`src/hdl/mets_pkg.sv`:
```
// Shared types and constants of the escape-time unit.
// No dependencies; imported by every module of the block.
`default_nettype none

package mets_pkg;

    // Width of the configuration register index.
    localparam int CFG_IDX_W = 3;

    // Configuration register indexes.
    localparam logic [CFG_IDX_W-1:0] CFG_ORIGIN_RE = 3'd0;
    localparam logic [CFG_IDX_W-1:0] CFG_ORIGIN_IM = 3'd1;
    localparam logic [CFG_IDX_W-1:0] CFG_STEP_RE   = 3'd2;
    localparam logic [CFG_IDX_W-1:0] CFG_STEP_IM   = 3'd3;
    localparam logic [CFG_IDX_W-1:0] CFG_MAX_ITER  = 3'd4;

    localparam int ITER_W = 16;
    localparam logic [ITER_W-1:0] MAX_ITER_RESET = 16'd1024;

    // Status of a two-entry queue.
    typedef struct packed {
        logic full;
        logic empty;
    } t_fifo_stat;

    typedef enum logic [2:0] {
        MUL_IDLE = 3'b001,
        MUL_ACC  = 3'b010,
        MUL_FIN  = 3'b100
    } t_mul_state;

    typedef enum logic [4:0] {
        BK_IDLE  = 5'b00001,
        BK_MUL   = 5'b00010,
        BK_EVAL1 = 5'b00100,
        BK_EVAL2 = 5'b01000,
        BK_DONE  = 5'b10000
    } t_back_state;

endpackage

`default_nettype wire

```
`src/hdl/mets_front.sv`:
```
// Front end: takes pixel positions and forms c = origin + position * step.
// Depends on mets_pkg; feeds the coordinate queue.
`default_nettype none

module mets_front #(
    parameter int DW = 48,
    parameter int PB = 12
) (
    input  wire logic                i_clk,
    input  wire logic                i_rst_n,
    input  wire logic                i_push,
    input  wire logic [PB-1:0]       i_pixel_x,
    input  wire logic [PB-1:0]       i_pixel_y,
    input  wire logic [DW-1:0]       i_origin_re,
    input  wire logic [DW-1:0]       i_origin_im,
    input  wire logic [DW-2:0]       i_step_re,
    input  wire logic [DW-2:0]       i_step_im,
    input  mets_pkg::t_fifo_stat     i_q_stat,
    output logic                     o_full,
    output logic                     o_q_push,
    output logic [2*DW-1:0]          o_q_data
);
    import mets_pkg::*;

    localparam int PW = PB + DW - 1;
    localparam int SW = PB + DW + 1;

    logic          r_v1;
    logic [PW-1:0] r_prod_re;
    logic [PW-1:0] r_prod_im;
    logic          w_adv;
    logic [SW-1:0] w_sum_re;
    logic [SW-1:0] w_sum_im;

    function automatic logic [DW-1:0] f_sat(input logic [SW-1:0] v);
        if (v[SW-1:DW-1] == '0 || v[SW-1:DW-1] == '1) begin
            return v[DW-1:0];
        end
        return v[SW-1] ? {1'b1, {(DW-1){1'b0}}} : {1'b0, {(DW-1){1'b1}}};
    endfunction

    // the product stage moves when it is empty or the queue takes its item
    assign w_adv    = !r_v1 || !i_q_stat.full;
    assign o_full   = !w_adv;
    assign o_q_push = r_v1 && !i_q_stat.full;
    assign w_sum_re = {2'b00, r_prod_re} + {{(PB+1){i_origin_re[DW-1]}}, i_origin_re};
    assign w_sum_im = {2'b00, r_prod_im} + {{(PB+1){i_origin_im[DW-1]}}, i_origin_im};
    assign o_q_data = {f_sat(w_sum_re), f_sat(w_sum_im)};

    always_ff @(posedge i_clk) begin
        if (!i_rst_n) begin
            r_v1 <= 1'b0;
        end else if (w_adv) begin
            r_v1 <= i_push;
        end
    end

    always_ff @(posedge i_clk) begin
        if (w_adv) begin
            r_prod_re <= PW'(i_pixel_x) * PW'(i_step_re);
            r_prod_im <= PW'(i_pixel_y) * PW'(i_step_im);
        end
    end

endmodule

`default_nettype wire

```
`config.mk`:
```
export PLATFORM = sky130hd
export DESIGN_NAME = mets_front
export DESIGN_NICKNAME = d
export VERILOG_FILES = /design/src/hdl/mets_pkg.sv /design/src/hdl/mets_front.sv
export SDC_FILE = /design/constraint.sdc
export NUM_CORES = 2
export LEC_CHECK = 0
export ABC_AREA = 1
export BUFFER_PORTS_ARGS = -buffer_cell sky130_fd_sc_hd__buf_2
export CAP_MARGIN = 10
export CORE_MARGIN = 10
export CORE_UTILIZATION = 54
export CTS_CLUSTER_SIZE = 14
export DETAILED_ROUTE_END_ITERATION = 12
export PLACE_DENSITY = 0.78
export SLEW_MARGIN = 20
export SYNTH_ARGS = -nofsm -noshare
export SYNTH_HDL_FRONTEND = slang
export SYNTH_SLANG_ARGS = --single-unit
```
`constraint.sdc`:
```
create_clock -name i_clk -period 8.4 [get_ports i_clk]
set_clock_uncertainty 0.1 [all_clocks]
set_input_delay 1.68 -clock i_clk [delete_from_list [all_inputs] [get_ports i_clk]]
set_output_delay 1.68 -clock i_clk [all_outputs]
set_load 0.005 [all_outputs]
```
=== Yosys cells after proc, flatten, opt, wreduce, memory -nomap -nowiden ===
Index checks and enable logic that the tools add are counted.

* $add $sub $neg: 2
* $mul: 2
* Eq/ne operators: 2
* Muxes and demuxes: 8
* Reduce and logical (&&, ||, !) cells: 9

{| class="wikitable"
|+ Operators with widths
! kind !! number
|-
| 48-bit 2-to-1 mux || 6
|-
| 60-bit by 48-bit adder with 61-bit output || 2
|-
| 12-bit by 47-bit multiplier with 59-bit output || 2
|-
| 14-bit equality test, second input constant || 2
|-
| 14-bit logical NOT || 2
|-
| 1-bit logical NOT || 3
|-
| 1-bit logical OR || 3
|-
| 1-bit 2-to-1 mux || 2
|-
| 1-bit logical AND || 1
|}

* Flip-flop bits (word level): 119
* Input bits: 219
* Output and inout bits: 98
* Word-level logic and storage cells: 26

=== Logic depth before layout (Yosys ltp) ===
* Depth after elaboration: 5
* Mapped depth: 28
* Depth with buffers taken out: 26

=== Worst setup path before layout ===
No wires, ideal clock.

* Kind: input port to flip-flop
* Start point: input i_pixel_y[3]
* End point: register r_prod_im[43] (data pin)
* Library setup time: 0.252 ns
* Data arrival time: 6.610 ns
* Data required time: 8.048 ns
* Path slack: 1.437 ns
* Stages on the path: 24
* Path buffers: 2
* Cell sequence: clkbuf_1 clkbuf_1 nand2_1 fa_1 fa_1 fa_1 inv_1 fa_1 inv_1 fa_1 inv_1 ha_1 nand2_1 inv_1 a21oi_1 nand2_1 a21boi_0 o21bai_1 a21oi_1 o21ai_0 nand3_1 nand2_1 nand2_1 nand2_1

* Longest elaborated chain between the ends: 1

{| class="wikitable"
|+ Ends and longest elaborated chain
! item !! line !! text
|-
| start, declared || mets_front.sv:13 || <nowiki>input wire logic [PB-1:0] i_pixel_y,</nowiki>
|-
| 12-bit by 47-bit multiplier with 59-bit output || mets_front.sv:61 || <nowiki>r_prod_im <= PW'(i_pixel_y) * PW'(i_step_im);</nowiki>
|-
| end signal, assigned || mets_front.sv:61 ||
|-
| end, declared || mets_front.sv:30 || <nowiki>logic [PW-1:0] r_prod_im;</nowiki>
|}

No other way between the ends.
A chain may end at the register's enable or synchronous reset.

=== Worst setup path in the final report ===
* Start point: input i_pixel_x[7]
* End point: register r_prod_re[47] (data pin)

* Longest elaborated chain between the ends: 1

{| class="wikitable"
|+ Ends and longest elaborated chain
! item !! line !! text
|-
| start, declared || mets_front.sv:12 || <nowiki>input wire logic [PB-1:0] i_pixel_x,</nowiki>
|-
| 12-bit by 47-bit multiplier with 59-bit output || mets_front.sv:60 || <nowiki>r_prod_re <= PW'(i_pixel_x) * PW'(i_step_re);</nowiki>
|-
| end signal, assigned || mets_front.sv:60 ||
|-
| end, declared || mets_front.sv:29 || <nowiki>logic [PW-1:0] r_prod_re;</nowiki>
|}

No other way between the ends.

==> impl_metrics.tcl <==
set metrics [dict create \
    design.die.area_um2 106000 \
    numClockSinks 119 \
    initial_core_util_pct 54.3 \
    dieHeight_um 326 \
    hpwlAfterDp_um 131000 \
    gp_congestion 0.988 \
    crit_path_top_delay_cell "o21ai_0" \
    io_pins 317 \
    synth.avg_cell_area_um2 6.85 \
    firstDrtPassIters 6 \
    hold_viol 0 \
    rows 112 \
    overflow 0 \
    post-route-min-period_ps 7520 \
    wl_per_cell_um 17.2 \
    netlist_area_um2 50600 \
    drive_above_1_share_pct 5.96 \
    grt_pass1_vias 46500 \
    stdcell_count 8821 \
    crit_type "input port to flop" \
    final_common_cell "nand2_1" \
    yosys_warnings 0 \
    via_per_inst 5.20 \
    via_count 45900 \
    synth_top_area_share_pct 35.7 \
    io_buffer_count 315 \
    status "completed" \
    cts_buffers 17 \
    clockBufferDepth 2 \
    ant_nets 0 \
    critPathMaxStageDelay_ps 680 \
    synth-seq-area-share_pct 7.05 \
    worst_setup_path_start_kind "input port" \
    clkSlewWorstSetupHoldPaths_ps 70 \
    min_period_over_period_pct 89.5 \
    cap_violations 0 \
    clk_latency_ps 450 \
    grt_pass1_wl_um 246000 \
    fin_util_pct 57.9 \
    yosysUniqueCellTypes 47 \
    areaGrowthSynthToFinish_pct 6.53 \
    cts_resized 0 \
    crit_arrival_ps 7600 \
    rsz0062_at_grt "false" \
    final_cell_mix "2573 x nand2_1, 1955 x inv_1, 902 x fa_1" \
    synth_edf_count 118 \
    post-cts-setup-buffer-count 0 \
    worstSetupEndpointType "flop" \
    fill_cells 8840 \
    drt_wl_total_um 152000 \
    drc 0 \
    synth_fp_nets 8820 \
    drt-initial-drc-count 4263 \
    hold_buffers 0 \
    synth_ff_type "edfxtp_1" \
    root_buffer "clkbuf_16" \
    fmax_mhz 133 \
    slew_headroom_pct 33.7 \
    synth_top_area_cell "fa_1" \
    cpMostUsedCell "fa_1" \
    setup_viol 0 \
    grt_usage_pct 28.7 \
    htreeDepth 4 \
    synth_area_leaders "fa_1 36%, nand2_1 19%, inv_1 15%" \
    die_w_um 326 \
    min_path_type "flop to flop" \
    setup-tns-final_ps 0 \
    synthCells 7385 \
    tritoncts "done" \
    coreArea_um2 93000 \
    dp_cells 8773 \
    grt_max_degree 68 \
    synthArstFlopShare_pct 0 \
    tightestPinTransition_ps 994 \
    ys_ff_latch 119 \
    critPathRequiredTime_ps 8480 \
    path_cells "buf_2, buf_4, nand2_1, fa_1, fa_1, fa_1, inv_1, fa_1, fa_1, ha_1, nand2_1, nor2_1, nand2_1, nand3_1, a21oi_1, o21ai_0, nand2_1, a31oi_1, a21oi_1, xor2_1" \
    nets 8973 \
    path_max_fanout 30 \
    report.final.slew_viol_count 0 \
    antenna_found_initial 25 \
]
layer usage:
metal  vias to the layer above  routed length (um)  global-route usage [%]
met1                     21900               66400                    41.0
met5                         -                  50                       0
met2                      2094               65900                    43.5
met4                        12                5220                    10.4
met3                       261               14100                    4.74
li1                      21600                   -                       -
final timing paths:
path | start | endpoint | slack [ps] | depth (start not counted)
setup / recovery | i_pixel_x[7] | r_prod_re[47] | 880 | 20
setup reg to reg | r_v1 | r_prod_re[9] | 6240 | 2
hold / removal | r_v1 | r_prod_im[9] | 980 | 1
hold reg to reg | r_v1 | r_prod_im[9] | 980 | 1
registers in the layout (all words and copies together) (netlist names):
| signal | count |
|---|---|
| r_prod_re | 59 |
| r_v1 | 1 |
| r_prod_im | 59 |
logic make-up after synthesis:
kind of cell | count (synthesis) | synth area share (%)
fa+ha+maj | 1216 | 43.5
buf+inv | 2214 | 16.6
flops | 119 | 7.05
simple gates | 3177 | 24.4
compound gates | 464 | 5.06
xor+xnor | 195 | 3.38
through the flow:
step | hold WS (ps) | setup slack (ps) | cell area, um2
floorplan | 1700 | 1440 | 50600
global placement | 943 | 741 | 53200
detailed placement | 976 | 620 | 53200
CTS | 990 | 1090 | 53800
global route | 1060 | 606 | 53900
finish | 985 | 882 | 53900
cell type report:
cell class	count	area (um2)	share of cell area [%]
multi-input combinational	5052	38600	71.7
timing repair buffer	369	2060	3.82
clock inverter	9	126	0.235
sequential	119	3560	6.61
inverter	1979	7430	13.8
tap	1254	1570	2.91
antenna	16	40.0	0.0743
clock buffer	23	468	0.869
worst max-delay path, delay by kind of cell:
family | cells | cell delay, ps
buf+inv | 3 | 990
xor+xnor | 1 | 190
compound gates | 4 | 1300
fa+ha+maj | 6 | 2710
simple gates | 6 | 710
cell usage after synthesis, drive strengths merged (5+ instances only):
| cell | n |
|---|---|
| a31oi | 47 |
| nor2 | 388 |
| xor2 | 126 |
| o21a | 12 |
| o21ai | 103 |
| nand2 | 2579 |
| and3 | 7 |
| a21oi | 247 |
| xnor2 | 69 |
| ha | 314 |
| inv | 1979 |
| nand4 | 23 |
| nor3 | 35 |
| buf | 51 |
| nor4 | 5 |
| o211ai | 7 |
| nand3 | 134 |
| edfxtp | 118 |
| a21o | 8 |
| clkbuf | 184 |
| fa | 902 |
| o21bai | 20 |
Power is not shown: default switching activity piles up to over one toggle a cycle in this logic, so the estimate is an artifact.
