==> src/hdl/mets_pkg.sv <==
// Shared types and constants of the escape-time unit.
// No dependencies; imported by every module of the block.
`default_nettype none

package mets_pkg;

    // Width of the configuration register index.
    localparam int CFG_IDX_W = 3;

    // Configuration register indexes.
    localparam logic [CFG_IDX_W-1:0] CFG_ORIGIN_RE = 3'd0;
    localparam logic [CFG_IDX_W-1:0] CFG_ORIGIN_IM = 3'd1;
    localparam logic [CFG_IDX_W-1:0] CFG_STEP_RE   = 3'd2;
    localparam logic [CFG_IDX_W-1:0] CFG_STEP_IM   = 3'd3;
    localparam logic [CFG_IDX_W-1:0] CFG_MAX_ITER  = 3'd4;

    localparam int ITER_W = 16;
    localparam logic [ITER_W-1:0] MAX_ITER_RESET = 16'd1024;

    // Status of a two-entry queue.
    typedef struct packed {
        logic full;
        logic empty;
    } t_fifo_stat;

    typedef enum logic [2:0] {
        MUL_IDLE = 3'b001,
        MUL_ACC  = 3'b010,
        MUL_FIN  = 3'b100
    } t_mul_state;

    typedef enum logic [4:0] {
        BK_IDLE  = 5'b00001,
        BK_MUL   = 5'b00010,
        BK_EVAL1 = 5'b00100,
        BK_EVAL2 = 5'b01000,
        BK_DONE  = 5'b10000
    } t_back_state;

endpackage

`default_nettype wire

==> src/hdl/mets_fifo.sv <==
// Two-entry queue with push/full and pop/empty sides.
// Depends on mets_pkg for the status struct.
`default_nettype none

module mets_fifo #(
    parameter int W = 16
) (
    input  wire logic                i_clk,
    input  wire logic                i_rst_n,
    input  wire logic                i_push,
    input  wire logic [W-1:0]        i_data,
    input  wire logic                i_pop,
    output mets_pkg::t_fifo_stat     o_stat,
    output logic      [W-1:0]        o_data
);
    import mets_pkg::*;

    logic [W-1:0] r_mem [2];
    logic         r_wp;
    logic         r_rp;
    logic [1:0]   r_cnt;
    logic         w_push_ok;
    logic         w_pop_ok;

    assign o_stat.full  = (r_cnt == 2'd2);
    assign o_stat.empty = (r_cnt == 2'd0);
    assign o_data       = r_mem[r_rp];
    assign w_push_ok    = i_push && !o_stat.full;
    assign w_pop_ok     = i_pop && !o_stat.empty;

    always_ff @(posedge i_clk) begin
        if (!i_rst_n) begin
            r_wp  <= 1'b0;
            r_rp  <= 1'b0;
            r_cnt <= 2'd0;
        end else begin
            if (w_push_ok) begin
                r_wp <= ~r_wp;
            end
            if (w_pop_ok) begin
                r_rp <= ~r_rp;
            end
            if (w_push_ok && !w_pop_ok) begin
                r_cnt <= r_cnt + 2'd1;
            end else if (w_pop_ok && !w_push_ok) begin
                r_cnt <= r_cnt - 2'd1;
            end
        end
    end

    always_ff @(posedge i_clk) begin
        if (w_push_ok) begin
            r_mem[r_wp] <= i_data;
        end
    end

    ap_cnt_range: assert property (@(posedge i_clk) disable iff (!i_rst_n)
        r_cnt != 2'd3)
        else $error("queue fill count out of range");

endmodule

`default_nettype wire

==> config.mk <==
export PLATFORM = sky130hd
export DESIGN_NAME = mets_fifo
export DESIGN_NICKNAME = d
export VERILOG_FILES = /design/src/hdl/mets_pkg.sv /design/src/hdl/mets_fifo.sv
export SDC_FILE = /design/constraint.sdc
export NUM_CORES = 1
export LEC_CHECK = 0
export BUFFER_PORTS_ARGS = -buffer_cell sky130_fd_sc_hd__buf_2
export CAP_MARGIN = 5
export CORE_UTILIZATION = 30
export CTS_CLUSTER_SIZE = 12
export DETAILED_ROUTE_END_ITERATION = 7
export GPL_ROUTABILITY_DRIVEN = 0
export PLACE_DENSITY = 0.55
export SLEW_MARGIN = 20
export SYNTH_ARGS = -nofsm -noshare
export SYNTH_HDL_FRONTEND = slang
export SYNTH_SLANG_ARGS = --single-unit
==> constraint.sdc <==
create_clock -name i_clk -period 2.3 [get_ports i_clk]
set_input_delay 0.23 -clock i_clk [delete_from_list [all_inputs] [get_ports i_clk]]
set_output_delay 0.23 -clock i_clk [all_outputs]
set_load 0.05 [all_outputs]
---- Yosys cells after proc, flatten, opt, wreduce, memory -nomap -nowiden ----
Memory sizes are Yosys's and may differ from the RTL's. A register that Yosys moved wholly into a read port is not among the register bits.
Index checks and enable logic that the tools add are counted.
storage, ports and cells
  bits in registers ....................... 4
  RAM bits ................................ 32
  input bits .............................. 20
  output and inout bits ................... 18
  logic and storage cells ................. 25
  memories ................................ 1
memory list
  name   depth  width  read ports  clocked after Yosys merged registers in  wr ports  line             RTL
  r_mem  2      16     1           1                                        1         mets_fifo.sv:18  logic [W-1:0] r_mem [2];
operators by class
  add/sub/neg operators ................... 2
  eq/ne operators ......................... 1
  mux-type cells .......................... 6
  bitwise operators ....................... 2
  reduce and logical (&&, ||, !) cells .... 10
operators by type and width
  operator                                           number
  logical AND 1 bit                                  4
  logical NOT 1 bit                                  4
  two-way mux 1 bit                                  4
  two-way mux 2 bit                                  2
  adder 2 x 1 -> 2 bit (second input constant)       1
  == test 2 bit (second input constant)              1
  logical NOT 2 bit                                  1
  NOT 1 bit                                          2
  nonzero test 2 bit                                 1
  subtractor 2 x 1 -> 2 bit (second input constant)  1

---- Longest topological paths before layout ----
Gate-level depths: netlist (run 1).
  depth in word-level cells ............... 7
  gate-level depth with buffers ........... 7
  mapped depth without buffers ............ 7

---- Least setup slack after synthesis (run 1) ----
No wires, ideal clock.
  path kind ............................... register -> register
  start ................................... register r_cnt[0]
  end ..................................... memory r_mem[0][0] (enable)
  data arrival time ....................... 1391 ps
  path slack .............................. 521 ps
  stages on the path, launching flop included .. 4
  path buffers ............................ 0
  clock period less this slack ............ 1779 ps
  path through ............................ dfxtp_1 > nand2b_1 > inv_2 > nor3_2
RTL lines
  element                   line             RTL
  start: declaration        mets_fifo.sv:21  logic [1:0] r_cnt;
  start signal: assignment  mets_fifo.sv:44  r_cnt <= r_cnt + 2'd1;
  start signal: assignment  mets_fifo.sv:46  r_cnt <= r_cnt - 2'd1;
  end: declaration          mets_fifo.sv:18

==> reports/results.txt, run 1 <==
CTS sink cnt -> 37
Max FO, Critical Path -> 9
Most used DFF post-synth -> edfxtp_1
Sw frac -> 39.8%
Total GRT Usage -> 11.0%
Max-slew headroom -> 75.9%
RSZ-0062 raised after global routing -> false
Pin count of the biggest net entering global routing -> 17
Vias in the first global route -> 803
DRC viols -> 0
#FFs+latches synth -> 37
Post-Syn Nets -> 96
Die Width -> 70.0 µm
Core Box Area -> 4410 µm²
Top cell type's share of synthesized area -> 69.3%
Antenna diodes -> 0
Drt pass-1 iters -> 2
XOR/XNOR share of the synthesized area -> 1.89%
Die height -> 70.0 µm
Inserted Clock Buffers -> 5
Kind of critical path -> reg -> out
LEAKAGE -> 0.670 nW
Maximum buffer depth of the clock tree -> 2
Post-synth EDFFs -> 32
Global-route wire length before repair -> 3.96 mm
Vias/cell -> 4.44
Postcts setup bufs -> 0
Comb power frac -> 39.1%
Post-layout instance area -> 1740 µm²
Register area share after synthesis -> 76.5%
Drt initial violations -> 74
Port Buf Inserts -> 37
Min Clock Period, post-route -> 1.87 ns
Internal power -> 1.33 mW
Resize count post-CTS -> 0
Final #Nets -> 142
H-tree depth -> 2
Power Dens Cells -> 1270 nW/µm²
CTS tree -> built
Synth Area per Inst -> 18.5 µm²
Endpoint class of the critical path -> primary output
Worst VDD drop -> 476 µV
Die ar. -> 4900 µm²
CTS clk-pin slew, worst paths -> 0.07 ns
Cell taking the most area after synthesis -> edfxtp_1
Clk pwr share -> 19.7%
Critical path launch point type -> flop
Multi-input logic area -> 307 µm²
Async SR Flop Fraction -> 0%
Antenna violations before repair -> 0
Largest family of logic cells by synthesized area -> multiplexers
Antenna viol nets, final -> 0
Final Util -> 39.5%
Post-synthesis adder-cell area fraction -> 0.902%
# IOs -> 38
Status -> complete, no violations
Most common cell in the netlist -> edfxtp_1
CTS root buffer -> clkbuf_8
Post-synthesis simple-gate area fraction -> 3.97%
Row count -> 24
Netlist cell types -> 21
Total routed wirelength -> 2.44 mm
Vias -> 772
Hold_buf cts -> 0
Clk_lat worst skew -> 0.29 ns
Hold Path Class -> in -> reg
Period utilization -> 81.4%
Seq. cell area -> 1060 µm²
Worst Tran Pin Value -> 0.362 ns
Filler cells -> 421
Final HPWL DP -> 1.74 mm
DR WL/cell -> 14.0 µm
Share of cells above drive strength 1 -> 54.9%
Area Growth Syn to Fin -> 25.5%
Endpoints failing hold -> 0
Synth warn -> 0
Initial Util -> 31.4%
Req. time, crit path -> 2.07 ns
Psw -> 0.876 mW
Dpl cell area -> 1660 µm²
MaxCap Viol Count -> 0
Setup_tns -> 0 ns
Fmax -> 534 MHz
Sequential power share -> 41.2%
Post-synthesis cell count -> 75
Gr ovfl total -> 0
Multiplexer share of the synthesized area -> 13.0%
Mapped Area -> 1390 µm²
Setup-violating endpoint count in the final report -> 0
Max-slew violation count -> 0
WP data arrival -> 1.64 ns
Clk_skew -> 0.00521 ns
Commonest cells post-synth -> edfxtp_1, mux2_2, dfxtp_1, and2_1
Complex-gate fraction of the synthesized area -> 2.34%
Synth top area cells -> edfxtp_1, mux2_2, dfxtp_1, and2_1, xnor2_1
[metrics by stage]
step | std cells | hold WS [ns] | power, mW | worst slack, ns
2_1_floorplan | 75 | 0.329 | 1.59 | 0.521
3_5_place_dp | 166 | 0.422 | 1.79 | 0.717
6_report | 174 | 0.128 | 2.20 | 0.428
4_1_cts | 174 | 0.116 | 2.24 | 0.395
3_3_place_gp | 166 | 0.419 | 1.77 | 0.747
5_1_grt | 174 | 0.116 | 2.32 | 0.327
[registers in the layout, indices dropped and copies added (netlist names), named ones only]
register	flops
r_cnt	2
r_wp	1
r_rp	1
r_mem	32
[power groups by stage]
stage	sequential (mW)	clock, mW	combinational, mW
after floorplan	0.894	0	0.701
after global placement	0.918	0	0.857
after detailed placement	0.924	0	0.867
after CTS	0.911	0.454	0.873
after global routing	0.923	0.489	0.913
final	0.909	0.434	0.861
[worst max-delay path, cell delays in order (launching register included)]
cell,delay (ns)
dfxtp_1,0.54
buf_4,0.26
mux2_2,0.35
buf_2,0.21
[metal layers]
| layer | wire [µm] | up-vias | global-route usage (%) |
|---|---|---|---|
| met5 | 0 | - | 0 |
| met4 | 59 | 0 | 6.67 |
| met3 | 138 | 7 | 3.61 |
| met2 | 1220 | 28 | 17.7 |
| met1 | 1020 | 363 | 12.7 |
| li1 | - | 374 | - |
[path summary, 6_finish.rpt]
kind | startpoint | to | slack [ns] | depth (start not counted)
worst max-delay path | flop | o_data[12] | 0.43 | 3
worst min-delay path | i_data[14] | r_mem[0][14]$_DFFE_PP_ | 0.13 | 1
worst max register to register | r_cnt[0]$_SDFFE_PN0P_ | r_cnt[1]$_SDFFE_PN0P_ | 0.70 | 6
worst min register to register | r_cnt[1]$_SDFFE_PN0P_ | r_cnt[1]$_SDFFE_PN0P_ | 0.57 | 2
[cell usage in the layout, fill, tap and decap left out, drive strengths merged, types with 2 or more instances in the layout]
cell	synthesis	final
a21boi	2	2
and2	3	3
buf	2	41
clkbuf	0	5
clkinv	0	2
dfxtp	5	5
edfxtp	32	32
inv	2	2
mux2	16	16
nor2	2	2
o21ai	2	2
xnor2	2	2
[layout make-up]
class	count	area share [%]
Timing Repair Buffer	41	12.4
Clock buffer	5	3.95
Sequential cell	37	60.9
Multi-Input combinational cell	34	17.6
Clock inverter	3	1.01
Tap cell	52	3.74
Inverter	2	0.431
[cells by family (layout without fill, tap and decap cells)]
group           count (synthesis)  in the layout
flops                          37             37
mux                            16             16
simple gates                    9              9
compound gates                  5              5
buf+inv                         4             51
xor+xnor                        3              3
fa+ha+maj                       1              1
Power figures use the tool's default switching activity.
==> inputs of run 2 (changes only) <==
--- a/config.mk
+++ b/config.mk
@@ -11,7 +11,7 @@
 export CTS_CLUSTER_SIZE = 12
 export DETAILED_ROUTE_END_ITERATION = 7
 export GPL_ROUTABILITY_DRIVEN = 0
-export PLACE_DENSITY = 0.55
+export PLACE_DENSITY = 0.56
 export SLEW_MARGIN = 20
 export SYNTH_ARGS = -nofsm -noshare
 export SYNTH_HDL_FRONTEND = slang
==> constraint.sdc (replaced) <==
create_clock -name i_clk -period 1.5 [get_ports i_clk]
set_input_delay 0.15 -clock i_clk [delete_from_list [all_inputs] [get_ports i_clk]]
set_output_delay 0.15 -clock i_clk [all_outputs]
set_load 0.05 [all_outputs]
==> reports/results.txt, run 2 (synthesis gave the netlist of run 1 again) <==
Reg with most FFs -> r_mem
RSZ-0062 raised after global routing -> true
CTS root buffer -> clkbuf_8
Hold_buf cts -> 0
Die height -> 70.0 µm
Kind of critical path -> reg -> out
R2r startpoint -> r_cnt[0]$_SDFFE_PN0P_
FF-to-FF End -> r_cnt[1]$_SDFFE_PN0P_
Area Growth Syn to Fin -> 36.2%
# placed instances -> 169
Antenna violations before repair -> 0
Core Box Area -> 4410 µm²
Commonest non-fill, non-tap cell in the layout -> edfxtp_1
Hold Path Class -> in -> reg
Share of cells above drive strength 1 -> 60.2%
H-tree depth -> 2
Req. time, crit path -> 1.35 ns
Worst VDD drop -> 876 µV
Commonest non-fill, non-tap cells in the layout -> edfxtp_1, buf_2, buf_4, mux2_2, buf_6
Row count -> 24
Antenna diodes -> 0
DR WL/cell -> 13.1 µm
Drt pass-1 iters -> 2
Final cell count without fillers -> 180
Status -> complete, no violations
Max-slew violation count -> 0
DRC viols -> 0
Global-route wire length before repair -> 3.85 mm
Worst hold path endpoint -> r_mem[1][5]$_DFFE_PP_
Die Width -> 70.0 µm
Endpoints failing hold -> 0
LEAKAGE -> 0.727 nW
Port Buf Inserts -> 37
Largest regs -> r_mem x32, r_cnt x2
Hold WS -> 0.0624 ns
Worst Tran Pin Value -> 0.262 ns
Vias in the first global route -> 848
Min Clock Period, post-route -> 1.45 ns
Power Dens Cells -> 1930 nW/µm²
Dpl cell area -> 1700 µm²
Final #Nets -> 148
# IOs -> 38
MaxCap Viol Count -> 0
Final HPWL DP -> 1.65 mm
Reg2reg path depth -> 6
Total routed wirelength -> 2.35 mm
Max reg flops -> 32
Fmax -> 692 MHz
Setup_tns -> 0 ns
Inserted Clock Buffers -> 5
Gr ovfl total -> 0
Hold depth -> 1
Total GRT Usage -> 10.6%
Die ar. -> 4900 µm²
Maximum buffer depth of the clock tree -> 2
Antenna viol nets, final -> 0
CTS tree -> built
Clk_skew -> 0.00287 ns
CTS sink cnt -> 37
Post-layout instance area -> 1890 µm²
Max-slew headroom -> 82.7%
Endpoint class of the critical path -> primary output
Vias -> 790
WP data arrival -> 1.30 ns
Hold path start -> i_data[5]
CTS clk-pin slew, worst paths -> 0.07 ns
Clk_lat worst skew -> 0.27 ns
Vias/cell -> 4.39
Max FO, Critical Path -> 7
Initial Util -> 31.4%
R2r setup slk -> 0.08 ns
Drt initial violations -> 30
Period utilization -> 96.4%
Setup-violating endpoint count in the final report -> 0
Pin count of the biggest net entering global routing -> 12
Critical path launch point type -> flop
## run 2: cell types whose count changed in the layout (fill, tap and decap cells not counted), sizes merged
cell / before / now
buf: 41 / 47
clkbuf: 5 / 7
clkinvlp: 1 / 0
clkinv: 2 / 1
## run 2: power breakdown
group	internal, mW	total [mW]	leakage, nW	switching [mW]
clock	0.323	0.619	0.0399	0.297
sequential	1.31	1.39	0.341	0.0738
combinational	0.645	1.64	0.346	0.995
## run 2: area by class of cell
class	instances	area (µm²)
Fill cell	416	2520
Inverter	2	15.0
Multi-Input combinational cell	34	329
Clock buffer	7	76.3
Timing Repair Buffer	47	334
Tap cell	52	65.1
Sequential cell	37	1070
Clock inverter	1	3.75
## run 2: how the worst max path moves through the flow
stage	start	to	slack [ns]	cells past startpoint
global route	r_cnt[0]$_SDFFE_PN0P_	r_cnt[1]$_SDFFE_PN0P_	-0.02	6
floorplan	r_cnt[0]$_SDFFE_PN0P_	r_cnt[1]$_SDFFE_PN0P_	0.0007	6
CTS	flop	o_data[11]	0.0001	3
finish	flop	o_data[13]	0.05	3
global placement	r_cnt[1]$_SDFFE_PN0P_	r_cnt[1]$_SDFFE_PN0P_	0.06	6
detailed placement	r_cnt[1]$_SDFFE_PN0P_	r_cnt[1]$_SDFFE_PN0P_	0.004	6
## run 2: what timing repair did
action | CTS | global route
pin swaps | 0 | 2
buffers inserted | 0 | 2
setup endpoints to repair | 10 | 17
gates cloned | 0 | 1
resized for setup | 8 | 35
endpoints found under the hold margin | 0 | 0
## run 2: routing by layer
metal	vias to the layer above	track usage, %	wire length, µm	share of wire (%)
met5	-	0	0	0
met4	0	4.00	31	1.3
met3	6	5.19	156	6.6
met2	25	17.6	1200	51
met1	372	11.5	971	41
li1	387	-	-	-
## run 2: metrics by stage
step	utilization [%]	setup WS, ns	power, mW
after global routing	42.8	-0.0168	3.83
after CTS	40.8	0.000126	3.51
after floorplan	-	0.000727	2.49
after global placement	38.5	0.0650	2.80
final	42.8	0.0541	3.65
after detailed placement	38.5	0.00370	2.83
## run 2: worst max-delay path, stage by stage, from the launching register on
cell and delay, ns:
dfxtp_4 0.37, buf_6 0.13, mux2_2 0.33, buf_4 0.19
